### src/lcdseq_pkg.sv
// Shared types, codes and transfer tables for the character LCD nibble sequencer.
`default_nettype none
package lcdseq_pkg;

  // Request modes carried in the low bits of the input word.
  localparam logic [1:0] MODE_INIT   = 2'd0;
  localparam logic [1:0] MODE_CMD    = 2'd1;
  localparam logic [1:0] MODE_DATA   = 2'd2;
  localparam logic [1:0] MODE_CURSOR = 2'd3;

  // Register indexes on the configuration port.
  localparam logic REG_ROWS = 1'b0;
  localparam logic REG_COLS = 1'b1;

  localparam logic [1:0] ROWS_RESET = 2'd2;
  localparam logic [5:0] COLS_RESET = 6'd8;
  localparam logic [1:0] MAX_LINES  = 2'd2;
  localparam logic [5:0] MAX_COLS   = 6'd40;

  // Controller command codes.
  localparam logic [7:0] CMD_CLEAR    = 8'h01;
  localparam logic [7:0] CMD_HOME     = 8'h02;
  localparam logic [7:0] SET_ADDR_CMD = 8'h80;
  localparam logic [6:0] LINE1_BASE   = 7'h40;

  localparam logic [7:0] CMD_FUNC_SET  = 8'h28;
  localparam logic [7:0] CMD_DISP_OFF  = 8'h08;
  localparam logic [7:0] CMD_ENTRY     = 8'h06;
  localparam logic [7:0] CMD_DISP_ON   = 8'h0C;

  localparam logic [3:0] WAKE_NIB      = 4'h3;
  localparam logic [3:0] FOUR_BIT_NIB  = 4'h2;

  // Hold times in microseconds.
  localparam logic [15:0] WAIT_POWER_UP = 16'd40000;
  localparam logic [15:0] WAIT_WAKE0    = 16'd5050;
  localparam logic [15:0] WAIT_WAKE     = 16'd200;
  localparam logic [15:0] WAIT_HIGH     = 16'd50;
  localparam logic [15:0] WAIT_LOW      = 16'd100;
  localparam logic [15:0] WAIT_LONG     = 16'd2050;

  // Step numbers of the last result of each kind of request, and of the first init command step.
  localparam logic [3:0] INIT_LAST_STEP  = 4'd14;
  localparam logic [3:0] BYTE_LAST_STEP  = 4'd1;
  localparam logic [3:0] INIT_CMD_START  = 4'd5;

  // Register values as seen by the classifier.
  typedef struct packed {
    logic [1:0] rows;
    logic [5:0] cols;
  } cfg_t;

  // One queued job for the back end.
  typedef struct packed {
    logic       is_init;
    logic       rs;
    logic       long_wait;
    logic [7:0] value;
  } job_t;

  // One bus transfer result, without the end-of-request mark.
  typedef struct packed {
    logic        strobe;
    logic        rs;
    logic [3:0]  nibble;
    logic [15:0] wait_us;
  } xfer_t;

  // Setup command sent in init slot idx.
  function automatic logic [7:0] setup_cmd(input logic [2:0] idx);
    logic [7:0] c;
    unique case (idx)
      3'd0:    c = CMD_FUNC_SET;
      3'd1:    c = CMD_DISP_OFF;
      3'd2:    c = CMD_CLEAR;
      3'd3:    c = CMD_ENTRY;
      3'd4:    c = CMD_DISP_ON;
      default: c = CMD_DISP_ON;
    endcase
    return c;
  endfunction

  // Transfer for one step of the init sequence.
  function automatic xfer_t init_xfer(input logic [3:0] step);
    xfer_t      x;
    logic [3:0] ofs;
    logic [7:0] c;
    ofs = step - INIT_CMD_START;
    c   = setup_cmd(ofs[3:1]);
    x.strobe = 1'b1;
    x.rs     = 1'b0;
    unique case (step)
      4'd0: begin
        x.strobe  = 1'b0;
        x.nibble  = 4'h0;
        x.wait_us = WAIT_POWER_UP;
      end
      4'd1: begin
        x.nibble  = WAKE_NIB;
        x.wait_us = WAIT_WAKE0;
      end
      4'd2, 4'd3: begin
        x.nibble  = WAKE_NIB;
        x.wait_us = WAIT_WAKE;
      end
      4'd4: begin
        x.nibble  = FOUR_BIT_NIB;
        x.wait_us = WAIT_WAKE;
      end
      default: begin
        if (ofs[0] == 1'b0) begin
          x.nibble  = c[7:4];
          x.wait_us = WAIT_HIGH;
        end else begin
          x.nibble  = c[3:0];
          x.wait_us = (c == CMD_CLEAR) ? WAIT_LONG : WAIT_LOW;
        end
      end
    endcase
    return x;
  endfunction

  // Transfer for one step of a job.
  function automatic xfer_t job_xfer(input job_t j, input logic [3:0] step);
    xfer_t x;
    x = init_xfer(step);
    if (!j.is_init) begin
      x.strobe = 1'b1;
      x.rs     = j.rs;
      if (step[0] == 1'b0) begin
        x.nibble  = j.value[7:4];
        x.wait_us = WAIT_HIGH;
      end else begin
        x.nibble  = j.value[3:0];
        x.wait_us = j.long_wait ? WAIT_LONG : WAIT_LOW;
      end
    end
    return x;
  endfunction

endpackage
`default_nettype wire

### src/char_lcd_nibble_sequencer_core.sv
// Top level of the character LCD nibble sequencer: register port, front end, queue, back end.
//
// Usage:
//   Requests arrive on the s_ stream (mode, byte, row, col). Each request turns into a
//   run of LCD bus transfer words on the m_ stream; m_tlast marks the last word of a run,
//   m_tuser is set for a nibble strobe and clear for a pure wait.
//   An init request gives 15 words, a command, data or valid cursor request gives 2,
//   and a cursor request outside the configured rows or columns gives none.
//   rows_in_use (address 0) and cols_in_use (address 4) are set on the APB port.
// Timing:
//   When the back end is free, the first word of a request passes through the queue and
//   then the output register. The back end emits one word per cycle while m_tready is
//   high; the output register sets this rate.
//   A queue of QUEUE_DEPTH jobs lets requests be accepted while words wait.
// Reset:
//   rst empties the queue and the output register and sets rows_in_use to 2 and
//   cols_in_use to 8.
// Stalls:
//   When m_tready is low the current word holds; the front keeps taking requests until
//   the queue fills, then s_tready drops.
`default_nettype none
module char_lcd_nibble_sequencer_core
  import lcdseq_pkg::*;
#(
  parameter int QUEUE_DEPTH = 4
) (
  input  wire logic        clk,
  input  wire logic        rst,
  input  wire logic        s_tvalid,
  output logic             s_tready,
  input  wire logic [23:0] s_tdata,  // mode[1:0], byte_value[9:2], row[11:10], col[17:12]
  output logic             m_tvalid,
  input  wire logic        m_tready,
  output logic [23:0]      m_tdata,  // reg_select[0], nibble[4:1], wait_us[20:5]
  output logic             m_tuser,  // strobe_res
  output logic             m_tlast,
  input  wire logic        psel,
  input  wire logic        penable,
  input  wire logic        pwrite,
  input  wire logic [2:0]  paddr,
  input  wire logic [31:0] pwdata,
  output logic [31:0]      prdata,
  output logic             pready
);

  cfg_t cfg;
  logic cfg_we;
  logic push;
  logic pop;
  job_t push_job;
  job_t head;
  logic q_empty;
  logic q_full;

  // Configuration registers.
  assign pready = 1'b1;
  assign cfg_we = psel && penable && pwrite && pready;

  always_ff @(posedge clk) begin
    if (rst) begin
      cfg.rows <= ROWS_RESET;
      cfg.cols <= COLS_RESET;
    end else if (cfg_we) begin
      unique case (paddr[2])
        REG_ROWS: cfg.rows <= pwdata[1:0];
        REG_COLS: cfg.cols <= pwdata[5:0];
        default:  cfg.rows <= cfg.rows;
      endcase
    end
  end

  always_comb begin
    unique case (paddr[2])
      REG_ROWS: prdata = {30'd0, cfg.rows};
      REG_COLS: prdata = {26'd0, cfg.cols};
      default:  prdata = 32'd0;
    endcase
  end

  lcdseq_front u_front (
    .s_tvalid (s_tvalid),
    .s_tready (s_tready),
    .s_tdata  (s_tdata),
    .cfg      (cfg),
    .q_full   (q_full),
    .push     (push),
    .job      (push_job)
  );

  lcdseq_queue #(
    .DEPTH (QUEUE_DEPTH)
  ) u_queue (
    .clk      (clk),
    .rst      (rst),
    .push     (push),
    .push_job (push_job),
    .pop      (pop),
    .head     (head),
    .empty    (q_empty),
    .full     (q_full)
  );

  lcdseq_back u_back (
    .clk      (clk),
    .rst      (rst),
    .head     (head),
    .q_empty  (q_empty),
    .pop      (pop),
    .m_tvalid (m_tvalid),
    .m_tready (m_tready),
    .m_tdata  (m_tdata),
    .m_tuser  (m_tuser),
    .m_tlast  (m_tlast)
  );

  // A job is never taken from an empty queue.
  a_pop_nonempty: assert property (@(posedge clk) disable iff (rst) pop |-> !q_empty)
    else $error("job taken from empty queue");

  // A job is never written into a full queue.
  a_push_room: assert property (@(posedge clk) disable iff (rst) push |-> !q_full)
    else $error("job written into full queue");

  // A pure wait is only the power-up hold and never ends a run.
  a_wait_word: assert property (@(posedge clk) disable iff (rst)
    (m_tvalid && !m_tuser) |-> (m_tdata[20:5] == WAIT_POWER_UP && m_tdata[4:0] == 5'd0
                                && !m_tlast))
    else $error("malformed pure wait word");

  // A word that stalls is followed by another valid word of the same run end.
  a_stall_last: assert property (@(posedge clk) disable iff (rst)
    (m_tvalid && !m_tready) |=> (m_tvalid && $stable(m_tlast)))
    else $error("stalled word changed");

endmodule
`default_nettype wire

### src/lcdseq_front.sv
// Front end: decodes requests, checks cursor positions and builds queue jobs.
`default_nettype none
module lcdseq_front
  import lcdseq_pkg::*;
(
  input  wire logic        s_tvalid,
  output logic             s_tready,
  input  wire logic [23:0] s_tdata,  // mode[1:0], byte_value[9:2], row[11:10], col[17:12]
  input  wire cfg_t        cfg,
  input  wire logic        q_full,
  output logic             push,
  output job_t             job
);

  logic [1:0] mode;
  logic [7:0] byte_value;
  logic [1:0] row;
  logic [5:0] col;
  logic [1:0] lines_lim;
  logic [5:0] cols_lim;
  logic       reject;
  logic [6:0] addr;

  assign mode       = s_tdata[1:0];
  assign byte_value = s_tdata[9:2];
  assign row        = s_tdata[11:10];
  assign col        = s_tdata[17:12];

  // Limits saturate at the largest display size.
  assign lines_lim = (cfg.rows > MAX_LINES) ? MAX_LINES : cfg.rows;
  assign cols_lim  = (cfg.cols > MAX_COLS) ? MAX_COLS : cfg.cols;

  // Line 1 starts at a fixed DDRAM offset.
  assign addr = (row == 2'd0) ? {1'b0, col} : (LINE1_BASE + {1'b0, col});

  // Build the job; a rejected cursor request is taken and dropped.
  always_comb begin
    job.is_init   = 1'b0;
    job.rs        = 1'b0;
    job.value     = byte_value;
    reject        = 1'b0;
    unique case (mode)
      MODE_INIT: job.is_init = 1'b1;
      MODE_CMD:  job.rs      = 1'b0;
      MODE_DATA: job.rs      = 1'b1;
      MODE_CURSOR: begin
        job.value = SET_ADDR_CMD | {1'b0, addr};
        reject    = (row >= lines_lim) || (col >= cols_lim);
      end
      default: job.is_init = 1'b0;
    endcase
    job.long_wait = !job.rs && ((job.value == CMD_CLEAR) || (job.value == CMD_HOME));
  end

  assign s_tready = !q_full;
  assign push     = s_tvalid && s_tready && !reject;

endmodule
`default_nettype wire

### src/lcdseq_queue.sv
// Short job queue between the front end and the back end.
`default_nettype none
module lcdseq_queue
  import lcdseq_pkg::*;
#(
  parameter int DEPTH = 4
) (
  input  wire logic clk,
  input  wire logic rst,
  input  wire logic push,
  input  wire job_t push_job,
  input  wire logic pop,
  output job_t      head,
  output logic      empty,
  output logic      full
);

  localparam int PW = (DEPTH > 1) ? $clog2(DEPTH) : 1;
  localparam int CW = $clog2(DEPTH + 1);

  job_t          slots [DEPTH];
  logic [PW-1:0] wr_ptr;
  logic [PW-1:0] rd_ptr;
  logic [CW-1:0] count;

  assign empty = (count == '0);
  assign full  = (count == CW'(DEPTH));
  assign head  = slots[rd_ptr];

  // Storage needs no reset.
  always_ff @(posedge clk) begin
    if (push) begin
      slots[wr_ptr] <= push_job;
    end
  end

  // Pointers and fill count.
  always_ff @(posedge clk) begin
    if (rst) begin
      wr_ptr <= '0;
      rd_ptr <= '0;
      count  <= '0;
    end else begin
      if (push) begin
        wr_ptr <= (wr_ptr == PW'(DEPTH - 1)) ? '0 : wr_ptr + 1'b1;
      end
      if (pop) begin
        rd_ptr <= (rd_ptr == PW'(DEPTH - 1)) ? '0 : rd_ptr + 1'b1;
      end
      if (push && !pop) begin
        count <= count + 1'b1;
      end else if (pop && !push) begin
        count <= count - 1'b1;
      end
    end
  end

endmodule
`default_nettype wire

### src/lcdseq_back.sv
// Back end: expands jobs into transfer results, one per cycle unless m_tready stalls, into an output register.
`default_nettype none
module lcdseq_back
  import lcdseq_pkg::*;
(
  input  wire logic        clk,
  input  wire logic        rst,
  input  wire job_t        head,
  input  wire logic        q_empty,
  output logic             pop,
  output logic             m_tvalid,
  input  wire logic        m_tready,
  output logic [23:0]      m_tdata,  // reg_select[0], nibble[4:1], wait_us[20:5]
  output logic             m_tuser,  // strobe_res
  output logic             m_tlast
);

  logic       active;
  job_t       cur;
  logic [3:0] step;
  logic       load;
  logic       have;
  job_t       src;
  logic [3:0] src_step;
  logic [3:0] last_step;
  logic       at_end;
  xfer_t      x;
  xfer_t      out_x;

  // Work from the held job, or start the next one at its first step.
  assign load      = !m_tvalid || m_tready;
  assign have      = active || !q_empty;
  assign src       = active ? cur : head;
  assign src_step  = active ? step : 4'd0;
  assign last_step = src.is_init ? INIT_LAST_STEP : BYTE_LAST_STEP;
  assign at_end    = (src_step == last_step);
  assign x         = job_xfer(src, src_step);
  assign pop       = load && !active && !q_empty;

  // Step counter and held job.
  always_ff @(posedge clk) begin
    if (rst) begin
      active <= 1'b0;
      step   <= 4'd0;
    end else if (load && have) begin
      active <= !at_end;
      step   <= src_step + 4'd1;
    end
  end

  always_ff @(posedge clk) begin
    if (pop) begin
      cur <= head;
    end
  end

  // Output register.
  always_ff @(posedge clk) begin
    if (rst) begin
      m_tvalid <= 1'b0;
    end else if (load) begin
      m_tvalid <= have;
    end
  end

  always_ff @(posedge clk) begin
    if (load && have) begin
      out_x   <= x;
      m_tlast <= at_end;
    end
  end

  assign m_tuser = out_x.strobe;
  assign m_tdata = {3'b000, out_x.wait_us, out_x.nibble, out_x.rs};

endmodule
`default_nettype wire

### config.mk
export PLATFORM = sky130hd
export DESIGN_NAME = char_lcd_nibble_sequencer_core
export DESIGN_NICKNAME = d
export VERILOG_FILES = /design/src/lcdseq_pkg.sv /design/src/char_lcd_nibble_sequencer_core.sv /design/src/lcdseq_front.sv /design/src/lcdseq_queue.sv /design/src/lcdseq_back.sv
export SDC_FILE = /design/constraint.sdc
export NUM_CORES = 1
export LEC_CHECK = 0
export BUFFER_PORTS_ARGS = -buffer_cell sky130_fd_sc_hd__buf_2
export CAP_MARGIN = 20
export CORE_AREA = 2 2 113 87
export CTS_CLUSTER_DIAMETER = 30
export CTS_CLUSTER_SIZE = 24
export DETAILED_ROUTE_END_ITERATION = 6
export DIE_AREA = 0 0 115 89
export GPL_ROUTABILITY_DRIVEN = 1
export MAX_ROUTING_LAYER = met4
export PLACE_DENSITY = 0.81
export SYNTH_ARGS = -nofsm -noshare
export SYNTH_HDL_FRONTEND = slang
export SYNTH_SLANG_ARGS = --single-unit
### constraint.sdc
create_clock -name clk -period 3.6 [get_ports clk]
set_clock_uncertainty 0.05 [all_clocks]
set_input_delay 0.72 -clock clk [delete_from_list [all_inputs] [get_ports clk]]
set_output_delay 0.72 -clock clk [all_outputs]
set_load 0.1 [all_outputs]
=== Yosys cells after proc, flatten, opt, wreduce, memory -nomap -nowiden ===
Memory sizes are Yosys's and may differ from the RTL's. A register that Yosys moved wholly into a read port is not among the register bits.
Cells that the tools add are included.

* Bitwise operators: 1
* $mul: 0
* Divide/modulo/power cells: 0
* Magnitude comparators: 4
* Add/sub/neg operators: 7
* Mux-type cells: 27
* Shift operators: 0
* Reduce and logical (&&, ||, !) cells: 32
* Equal/unequal tests: 16

{| class="wikitable"
|+ Operator list
! operator !! count
|-
| one-hot mux 20 bit (4 select lines) || 1
|-
| one-hot mux 32 bit (2 select lines) || 1
|-
| two-way mux 20 bit || 3
|-
| two-way mux 12 bit || 2
|-
| one-hot mux 6 bit (4 select lines) || 1
|-
| two-way mux 11 bit || 1
|-
| logical AND 1 bit || 10
|-
| two-way mux 2 bit || 5
|-
| zero test 1 bit || 9
|-
| equality test 2 bit, second input constant || 4
|-
| equality test 4 x 2 -> 1 bit, second input constant || 2
|-
| equality test 8 x 1 -> 1 bit, second input constant || 1
|-
| equality test 8 x 2 -> 1 bit, second input constant || 1
|-
| two-way mux 4 bit || 2
|-
| two-way mux 8 bit || 1
|-
| adder 7 x 6 -> 7 bit, first input constant || 1
|-
| two-way mux 7 bit || 1
|-
| equality test 3 x 2 -> 1 bit, second input constant || 2
|-
| equality test 6 x 1 -> 1 bit, second input constant || 1
|-
| >= comparator 6 bit || 1
|-
| > comparator 6 bit, second input constant || 1
|-
| zero test 3 bit || 2
|-
| two-way mux 1 bit || 6
|-
| two-way mux 3 bit || 2
|-
| 20 further kinds || 26
|}

* Bits in read-only memories: 0
* Register bits: 55
* Bits in latches: 0
* Bits of input ports: 66
* Logic and storage cells: 105
* Memories kept: 1
* Bits in writable memories: 44

{| class="wikitable"
|+ Memories
! name !! depth !! bits a word !! rd ports !! clocked after Yosys merged registers in !! wr ports !! line !! source
|-
| u_queue.slots || 4 || 11 || 1 || 1 || 1 || lcdseq_queue.sv:21 || <nowiki>job_t slots [DEPTH];</nowiki>
|}

=== Depth between registers and ports, before layout ===
Gate-level depths: netlist of run 1.

* Depth after elaboration: 11
* Depth in mapped cells: 13
* Depth with buffers taken out: 13

=== Hierarchy ===
A second synthesis of run 1 with hierarchy kept.

* Cells, all modules: 388
* Area, all modules: 4792.1 um2

{| class="wikitable"
|+ By module, submodules not included
! module !! times used !! area an instance (um2) !! cells an instance
|-
| lcdseq_queue || 1 || 2029.4 || 101
|-
| lcdseq_back || 1 || 1786.7 || 167
|-
| char_lcd_nibble_sequencer_core || 1 || 621.8 || 70
|-
| lcdseq_front || 1 || 354.1 || 50
|}

=== Worst setup path after synthesis of run 1 ===
No wires, ideal clock.

* Path kind: input-to-output
* From: input paddr[2]
* To: output prdata[1]
* Stages: 2
* Arrival time: 2.991 ns
* Setup slack: -0.161 ns
* Required time: 2.830 ns
* Path through: clkbuf_1 -> o21ai_0

* Word-level cells in the longest chain between the ends: 2

{| class="wikitable"
|+ RTL lines
! element !! line !! source
|-
| start: declaration || char_lcd_nibble_sequencer_core.sv:40 || <nowiki>input wire logic [2:0] paddr,</nowiki>
|-
| NOT 1 bit (no source line) || - ||
|-
| one-hot mux 32 bit (2 select lines) * || char_lcd_nibble_sequencer_core.sv:73 || <nowiki>unique case (paddr[2])</nowiki>
|-
| end: declaration || char_lcd_nibble_sequencer_core.sv:42 || <nowiki>output logic [31:0] prdata,</nowiki>
|}

Every way passes the cells marked *; elsewhere a longest branch is shown, timed or not. The select of a mux whose other input is x is not followed.

=== Final worst setup path of run 1 ===
* From: register, netlist name cfg[4]
* To: register u_queue.count[2]

* Word-level cells in the longest chain between the ends: 10
* Elaborated cells on any way between the ends: 12
* Classes of those cells: 2 x order compare; 3 x mux; 7 x reduce/logical

{| class="wikitable"
|+ RTL lines
! element !! line !! source
|-
| > comparator 6 bit || lcdseq_front.sv:31 || <nowiki>assign cols_lim = (cfg.cols > MAX_COLS) ? MAX_COLS : cfg.cols;</nowiki>
|-
| two-way mux 6 bit * || lcdseq_front.sv:31 ||
|-
| >= comparator 6 bit * || lcdseq_front.sv:48 || <nowiki>reject = (row >= lines_lim) || (col >= cols_lim);</nowiki>
|-
| logical OR 1 bit * || lcdseq_front.sv:48 ||
|-
| two-way mux 1 bit * || lcdseq_front.sv:42 || <nowiki>unique case (mode)</nowiki>
|-
| zero test 1 bit * || lcdseq_front.sv:56 || <nowiki>assign push = s_tvalid && s_tready && !reject;</nowiki>
|-
| logical AND 1 bit * || lcdseq_front.sv:56 ||
|-
| named net push || char_lcd_nibble_sequencer_core.sv:48 || <nowiki>logic push;</nowiki>
|-
| zero test 1 bit || lcdseq_queue.sv:52 || <nowiki>end else if (pop && !push) begin</nowiki>
|-
| logical AND 1 bit || lcdseq_queue.sv:52 ||
|-
| nonzero test 2 bit (no source line) || - ||
|-
| end signal: assignment || lcdseq_queue.sv:51 || <nowiki>count <= count + 1'b1;</nowiki>
|-
| end signal: assignment || lcdseq_queue.sv:53 || <nowiki>count <= count - 1'b1;</nowiki>
|-
| end: declaration || lcdseq_queue.sv:24 || <nowiki>logic [CW-1:0] count;</nowiki>
|}

Mark *: on every way through the listed nets, which the timed path passes. The rest lies on a longest branch.
A chain may end at the register's enable or synchronous reset.

==> results.py, run 1 <==
metrics = {
    "min_path": {
        "hp-class": "flip-flop to flip-flop",
        "whs_path_depth": 1,
    },
    "pwr": {
        "irDropWorstVdd_uv": 323,
        "power_leakage_nw": 2.17,
        "p_switching_mw": 2.26,
        "sw_frac_of_total_pct": 46.4,
        "power_density_nw_per_um2": 911,
        "p_comb_share_pct": 45.6,
        "clkPwrFrac_pct": 20.6,
        "pwr-share-seq_pct": 33.8,
        "intPower_mw": 2.61,
        "power.total_mw": 4.88,
    },
    "clocking": {
        "cts_sinks": 95,
        "post_cts_buffers": 0,
        "htreeDepth": 3,
        "tritoncts.num_buffers": 9,
        "clk_path_buf_depth": 2,
        "cts_hold_buf": 0,
        "cts_resized": 0,
        "cts_tree": "done",
        "cts-root-buf": "clkbuf_16",
        "clock_latency_ns": 0.35,
        "clkTransAtPathRegs_ns": 0.07,
    },
    "setup_path": {
        "reg2reg_depth": 13,
        "endpoint_kind": "flip-flop",
        "critPathMaxFanout": 5,
        "cp-start-kind": "flip-flop",
        "cp.arrival_ns": 3.44,
        "critical_path_class": "flip-flop to flip-flop",
        "crit_required_ns": 3.83,
    },
    "logic_synthesis": {
        "synth_top_cells_by_area": "edfxtp_1, dfxtp_1, buf_4",
        "synth_edf_count": 72,
        "synth_top_area_cell": "edfxtp_1",
        "synth_top_area_share_pct": 45.6,
        "synth-seq-cells": 95,
        "synth.distinct_cells": 54,
        "synth_cells": 392,
        "syn_area_per_cell_um2": 12.1,
        "syn-cell-area_um2": 4750,
        "synthArstFlopShare_pct": 0,
        "yosysWarnings": 0,
        "ys_seq_area_share_pct": 55.3,
        "dominantRegCellSynth": "edfxtp_1",
    },
    "job": {
        "maxCapViolCount": 0,
    },
    "routing": {
        "antenna_left": 0,
        "wl_per_cell_um": 15.6,
        "drc": 0,
        "routed_wl_um": 8880,
        "drt-pass1-iter-count": 5,
        "vias_per_cell": 5.29,
        "drt_iter0_drc": 145,
        "via_count": 3008,
    },
    "placed_design": {
        "place_inst": 553,
        "gp_congestion": 0.895,
        "dpl_cell_area_um2": 5030,
        "portBuffers": 59,
        "dpl.hpwl_um": 6420,
        "dp_slack_ns": 0.409,
    },
    "layout": {
        "nets": 537,
        "stdcell_count": 569,
        "drive_gt1_share_pct": 24.1,
        "syn_to_final_growth_pct": 12.8,
        "final_cell_mix": "edfxtp_1, buf_2, conb_1, nor2_1, dfxtp_1",
        "final_core_util_pct": 59.4,
        "n_antenna_cell": 0,
        "final_common_cell": "edfxtp_1",
        "final_area_um2": 5350,
    },
    "sta": {
        "timing.slew.headroom_pct": 54.7,
        "layout_setup_ws_ns": 0.395,
        "tns_ns": 0,
        "timing.fmax_mhz": 312,
        "finalSetupViolCount": 0,
        "drv_slew": 0,
        "hold_ws_ns": 0.461,
        "final_hold_viol_count": 0,
        "min_period_ns": 3.21,
        "tightest_slew_ns": 0.678,
        "rsz0062_at_grt": "no",
        "timing.final.crit_share_pct": 89.0,
    },
    "grt": {
        "overflow": 0,
        "antenna_found_initial": 0,
        "grt_pass1_wl_um": 14300,
        "grt_usage_pct": 19.0,
        "grt_max_degree": 24,
        "grt_pass1_vias": 2880,
    },
    "die": {
        "core_um2": 9010,
        "die_width_um": 115,
        "start_util_pct": 52.7,
        "rows": 30,
        "dieHeight_um": 89,
        "dieArea_um2": 10200,
        "io_pins": 127,
    },
    "outcome": {
        "status": "finished clean",
    },
}
Yosys cell counts (3+ instances only):
cell      count
nand3_1       5
a22oi_1       3
o21ai_0       9
o22ai_1       3
ha_1         18
nor2b_1       5
clkbuf_1      4
buf_2         6
or3_1         4
nor2_1       29
dfxtp_1      23
a21oi_1      17
mux2i_1      16
nor3_1        9
and2_1       11
o21ai_1       9
edfxtp_1     72
xor2_1        5
nand2b_1      7
nand2_1      22
inv_1        13
buf_4        36
inv_2         5
mux4_2        8
a211o_1       3
mux2_2        9
logic make-up (layout without fill, tap and decap cells):
group | after synthesis | in the layout | synth area share (%)
xor gates and xnor gates | 5 | 5 | 0.923
muxes | 36 | 36 | 10.2
and+or+nand+nor | 106 | 106 | 11.4
DFF | 95 | 95 | 55.3
buffers and inverters | 66 | 100 | 8.23
adders and majority gates | 19 | 19 | 5.17
AOI/OAI and AO/OA | 63 | 63 | 8.65
other | 2 | 33 | 0.158
critical path: stages (launching register included):
cell and delay (ns):
dfxtp_1 0.35, o21ai_0 0.30, and2_1 0.21, ha_1 0.24, nor2_1 0.10, a21oi_1 0.07, o31ai_1 0.23, o2111a_1 0.30
ha_1 0.20, inv_1 0.06, fa_1 0.38, xor2_1 0.18, or3_1 0.31, a21oi_1 0.14
power by group through the flow:
stage | registers, mW | clock network [mW] | logic [mW]
2_1_floorplan | 2.41 | 0 | 1.14
3_3_place_gp | 1.66 | 0 | 2.18
3_5_place_dp | 1.67 | 0 | 2.22
4_1_cts | 1.65 | 1.03 | 2.23
5_1_grt | 1.68 | 1.08 | 2.37
6_report | 1.65 | 1.01 | 2.22
metal layers:
metal	vias up	part of all wire [%]	track usage [%]
li1	1478	-	-
met1	1421	46	24.5
met2	105	49	29.8
met3	4	5.6	5.15
met4	0	0.27	5.59
met5	-	0	-
final timing paths:
kind | from | end | slack (ns)
worst max-delay path | cfg[4]$_SDFFE_PP0P_ | u_queue.count[2]$_SDFFE_PP0P_ | 0.39
worst min-delay path | cfg[3]$_SDFFE_PP1P_ | cfg[3]$_SDFFE_PP1P_ | 0.46
worst max register to register | cfg[4]$_SDFFE_PP0P_ | u_queue.count[2]$_SDFFE_PP0P_ | 0.39
worst min register to register | cfg[3]$_SDFFE_PP1P_ | cfg[3]$_SDFFE_PP1P_ | 0.46
layout make-up:
type,count,area (µm²)
Clock inverter,7,100
Tap cell,112,140
Sequential cell,95,2620
Inverter,18,67.6
Fill cell,723,3660
Multi-Input combinational cell,262,1850
Clock buffer,9,225
Timing Repair Buffer,66,348
flip-flops by register name (all words and copies together), names as in the netlist, named ones only:
register and flops:
u_back.m_tuser 1, u_queue.wr_ptr 2, u_back.active 1, u_back.step 4, u_queue.rd_ptr 2, cfg 8, u_back.m_tdata 15, u_back.m_tlast 1
u_queue.count 3, u_queue.slots 44, u_back.m_tvalid 1, u_back.cur 11
No activity file was read; power rests on OpenSTA's default activity.
==> run 2: changes to the inputs <==
--- a/config.mk
+++ b/config.mk
@@ -15,6 +15,7 @@
 export GPL_ROUTABILITY_DRIVEN = 1
 export MAX_ROUTING_LAYER = met4
 export PLACE_DENSITY = 0.81
+export SLEW_MARGIN = 25
 export SYNTH_ARGS = -nofsm -noshare
 export SYNTH_HDL_FRONTEND = slang
 export SYNTH_SLANG_ARGS = --single-unit
==> constraint.sdc (replaced) <==
create_clock -name clk -period 3.6 [get_ports clk]
set_clock_uncertainty 0.05 [all_clocks]
set_input_delay 0.18 -clock clk [delete_from_list [all_inputs] [get_ports clk]]
set_output_delay 0.18 -clock clk [all_outputs]
set_load 0.1 [all_outputs]
==> run 2 against run 1 <==
  * Clock-buffer cell count stayed put
  * Routed wire length is 1.4% lower
  * Critical path depth is the same
  * Sequential share of layout area rose by 0.26 points
  * Critical path type unchanged
==> results.py, run 2 (synthesis gave the netlist of run 1 again) <==
metrics = {
    "layout": {
        "final_core_util_pct": 59.1,
        "multiInputGateArea_um2": 1850,
        "final_area_um2": 5320,
        "syn_to_final_growth_pct": 12.2,
        "fillers": 730,
        "drive_gt1_share_pct": 23.7,
        "largest_register_ff_count": 44,
        "nets": 535,
        "n_antenna_cell": 0,
        "largest_register": "u_queue.slots",
        "final_cell_mix": "edfxtp_1, buf_2, conb_1, nor2_1, dfxtp_1",
        "register_area_um2": 2620,
        "final_common_cell": "edfxtp_1",
    },
    "routing": {
        "vias_per_cell": 5.34,
        "via_count": 3029,
        "drt_iter0_drc": 103,
        "antenna_left": 0,
        "routed_wl_um": 8760,
        "wl_per_cell_um": 15.5,
        "drc": 0,
        "drt-pass1-iter-count": 4,
    },
    "setup_path": {
        "cp-start-kind": "flip-flop",
        "crit_required_ns": 3.83,
        "endpoint_kind": "flip-flop",
        "cp.arrival_ns": 3.43,
        "critPathMaxFanout": 7,
        "critical_path_class": "flip-flop to flip-flop",
    },
    "pwr": {
        "irDropWorstVdd_uv": 372,
        "clkPwrFrac_pct": 20.1,
        "pwr-share-seq_pct": 34.2,
        "p_comb_share_pct": 45.7,
        "power_density_nw_per_um2": 909,
        "p_switching_mw": 2.24,
        "power_leakage_nw": 2.15,
        "intPower_mw": 2.60,
        "sw_frac_of_total_pct": 46.2,
    },
    "grt": {
        "overflow": 0,
        "antenna_found_initial": 0,
        "grt_pass1_vias": 2792,
        "grt_usage_pct": 18.8,
        "grt_max_degree": 24,
        "grt_pass1_wl_um": 14100,
    },
    "sta": {
        "timing.slew.headroom_pct": 50.3,
        "tns_ns": 0,
        "timing.final.crit_share_pct": 89.0,
        "rsz0062_at_grt": "no",
        "tightest_slew_ns": 0.744,
        "final_hold_viol_count": 0,
        "hold_ws_ns": 0.0265,
        "min_period_ns": 3.20,
        "timing.fmax_mhz": 312,
        "layout_setup_ws_ns": 0.396,
        "drv_slew": 0,
        "finalSetupViolCount": 0,
    },
    "die": {
        "dieHeight_um": 89,
        "start_util_pct": 52.7,
        "die_width_um": 115,
        "rows": 30,
        "core_um2": 9010,
        "io_pins": 127,
        "dieArea_um2": 10200,
    },
    "placed_design": {
        "dp_slack_ns": 0.452,
        "gp_congestion": 0.894,
        "dpl.hpwl_um": 6400,
        "dpl_cell_area_um2": 5010,
        "portBuffers": 59,
    },
    "clocking": {
        "htreeDepth": 3,
        "clkTransAtPathRegs_ns": 0.07,
        "tritoncts.num_buffers": 9,
        "clock_latency_ns": 0.34,
        "clk_path_buf_depth": 2,
        "cts_tree": "done",
        "cts_sinks": 95,
        "post_cts_buffers": 0,
        "cts_resized": 0,
        "cts_hold_buf": 0,
        "cts-root-buf": "clkbuf_16",
    },
    "job": {
        "maxCapViolCount": 0,
    },
    "outcome": {
        "status": "finished clean",
    },
    "min_path": {
        "hp-class": "primary input to flip-flop",
    },
}
-- run 2: cell type report --
cell class,count,share of cell area [%]
well taps,112,2.63
inverters,18,1.27
repair buffers,64,6.25
clock inverters,7,1.62
multi-input cells,262,34.7
clock buffers,9,4.23
flip-flops and latches,95,49.3
-- run 2: worst max-delay path: stages, from the launching register on --
cell      delay (ns)
dfxtp_1         0.40
o21ai_0         0.16
and2_1          0.20
ha_1            0.27
nor2_1          0.10
a21oi_1         0.07
o31ai_1         0.21
o2111a_1        0.39
ha_1            0.24
inv_1           0.06
fa_1            0.37
xor2_1          0.17
or3_1           0.31
a21oi_1         0.14
-- run 2: layer usage --
layer  GRT usage [%]  wire length, µm  vias up
li1                -                -     1479
met1            24.1             3910     1437
met2            30.4             4280      105
met3            4.14              512        8
met4            5.59               67        0
met5               -                0        -
-- run 2: worst paths after layout --
check                            from                            end  slack, ns  cells past startpoint
hold reg to reg   cfg[3]$_SDFFE_PP1P_            cfg[3]$_SDFFE_PP1P_       0.46                      1
setup / recovery  cfg[5]$_SDFFE_PP0P_  u_queue.count[2]$_SDFFE_PP0P_       0.40                     13
hold / removal              pwdata[2]            cfg[2]$_SDFFE_PP0P_       0.03                      3
setup reg to reg  cfg[5]$_SDFFE_PP0P_  u_queue.count[2]$_SDFFE_PP0P_       0.40                     13
-- run 2: power groups by stage --
stage	Clock (mW)	Combinational, mW	Sequential, mW
after global placement	0	2.17	1.67
after floorplan	0	1.14	2.41
after CTS	0.984	2.22	1.66
after detailed placement	0	2.21	1.68
after global routing	1.03	2.34	1.69
final	0.973	2.21	1.66
-- run 2: per-stage QoR --
step	total power [mW]	std cells
2_1_floorplan	3.55	423
3_3_place_gp	3.83	551
3_5_place_dp	3.89	551
4_1_cts	4.86	567
5_1_grt	5.06	567
6_report	4.84	567
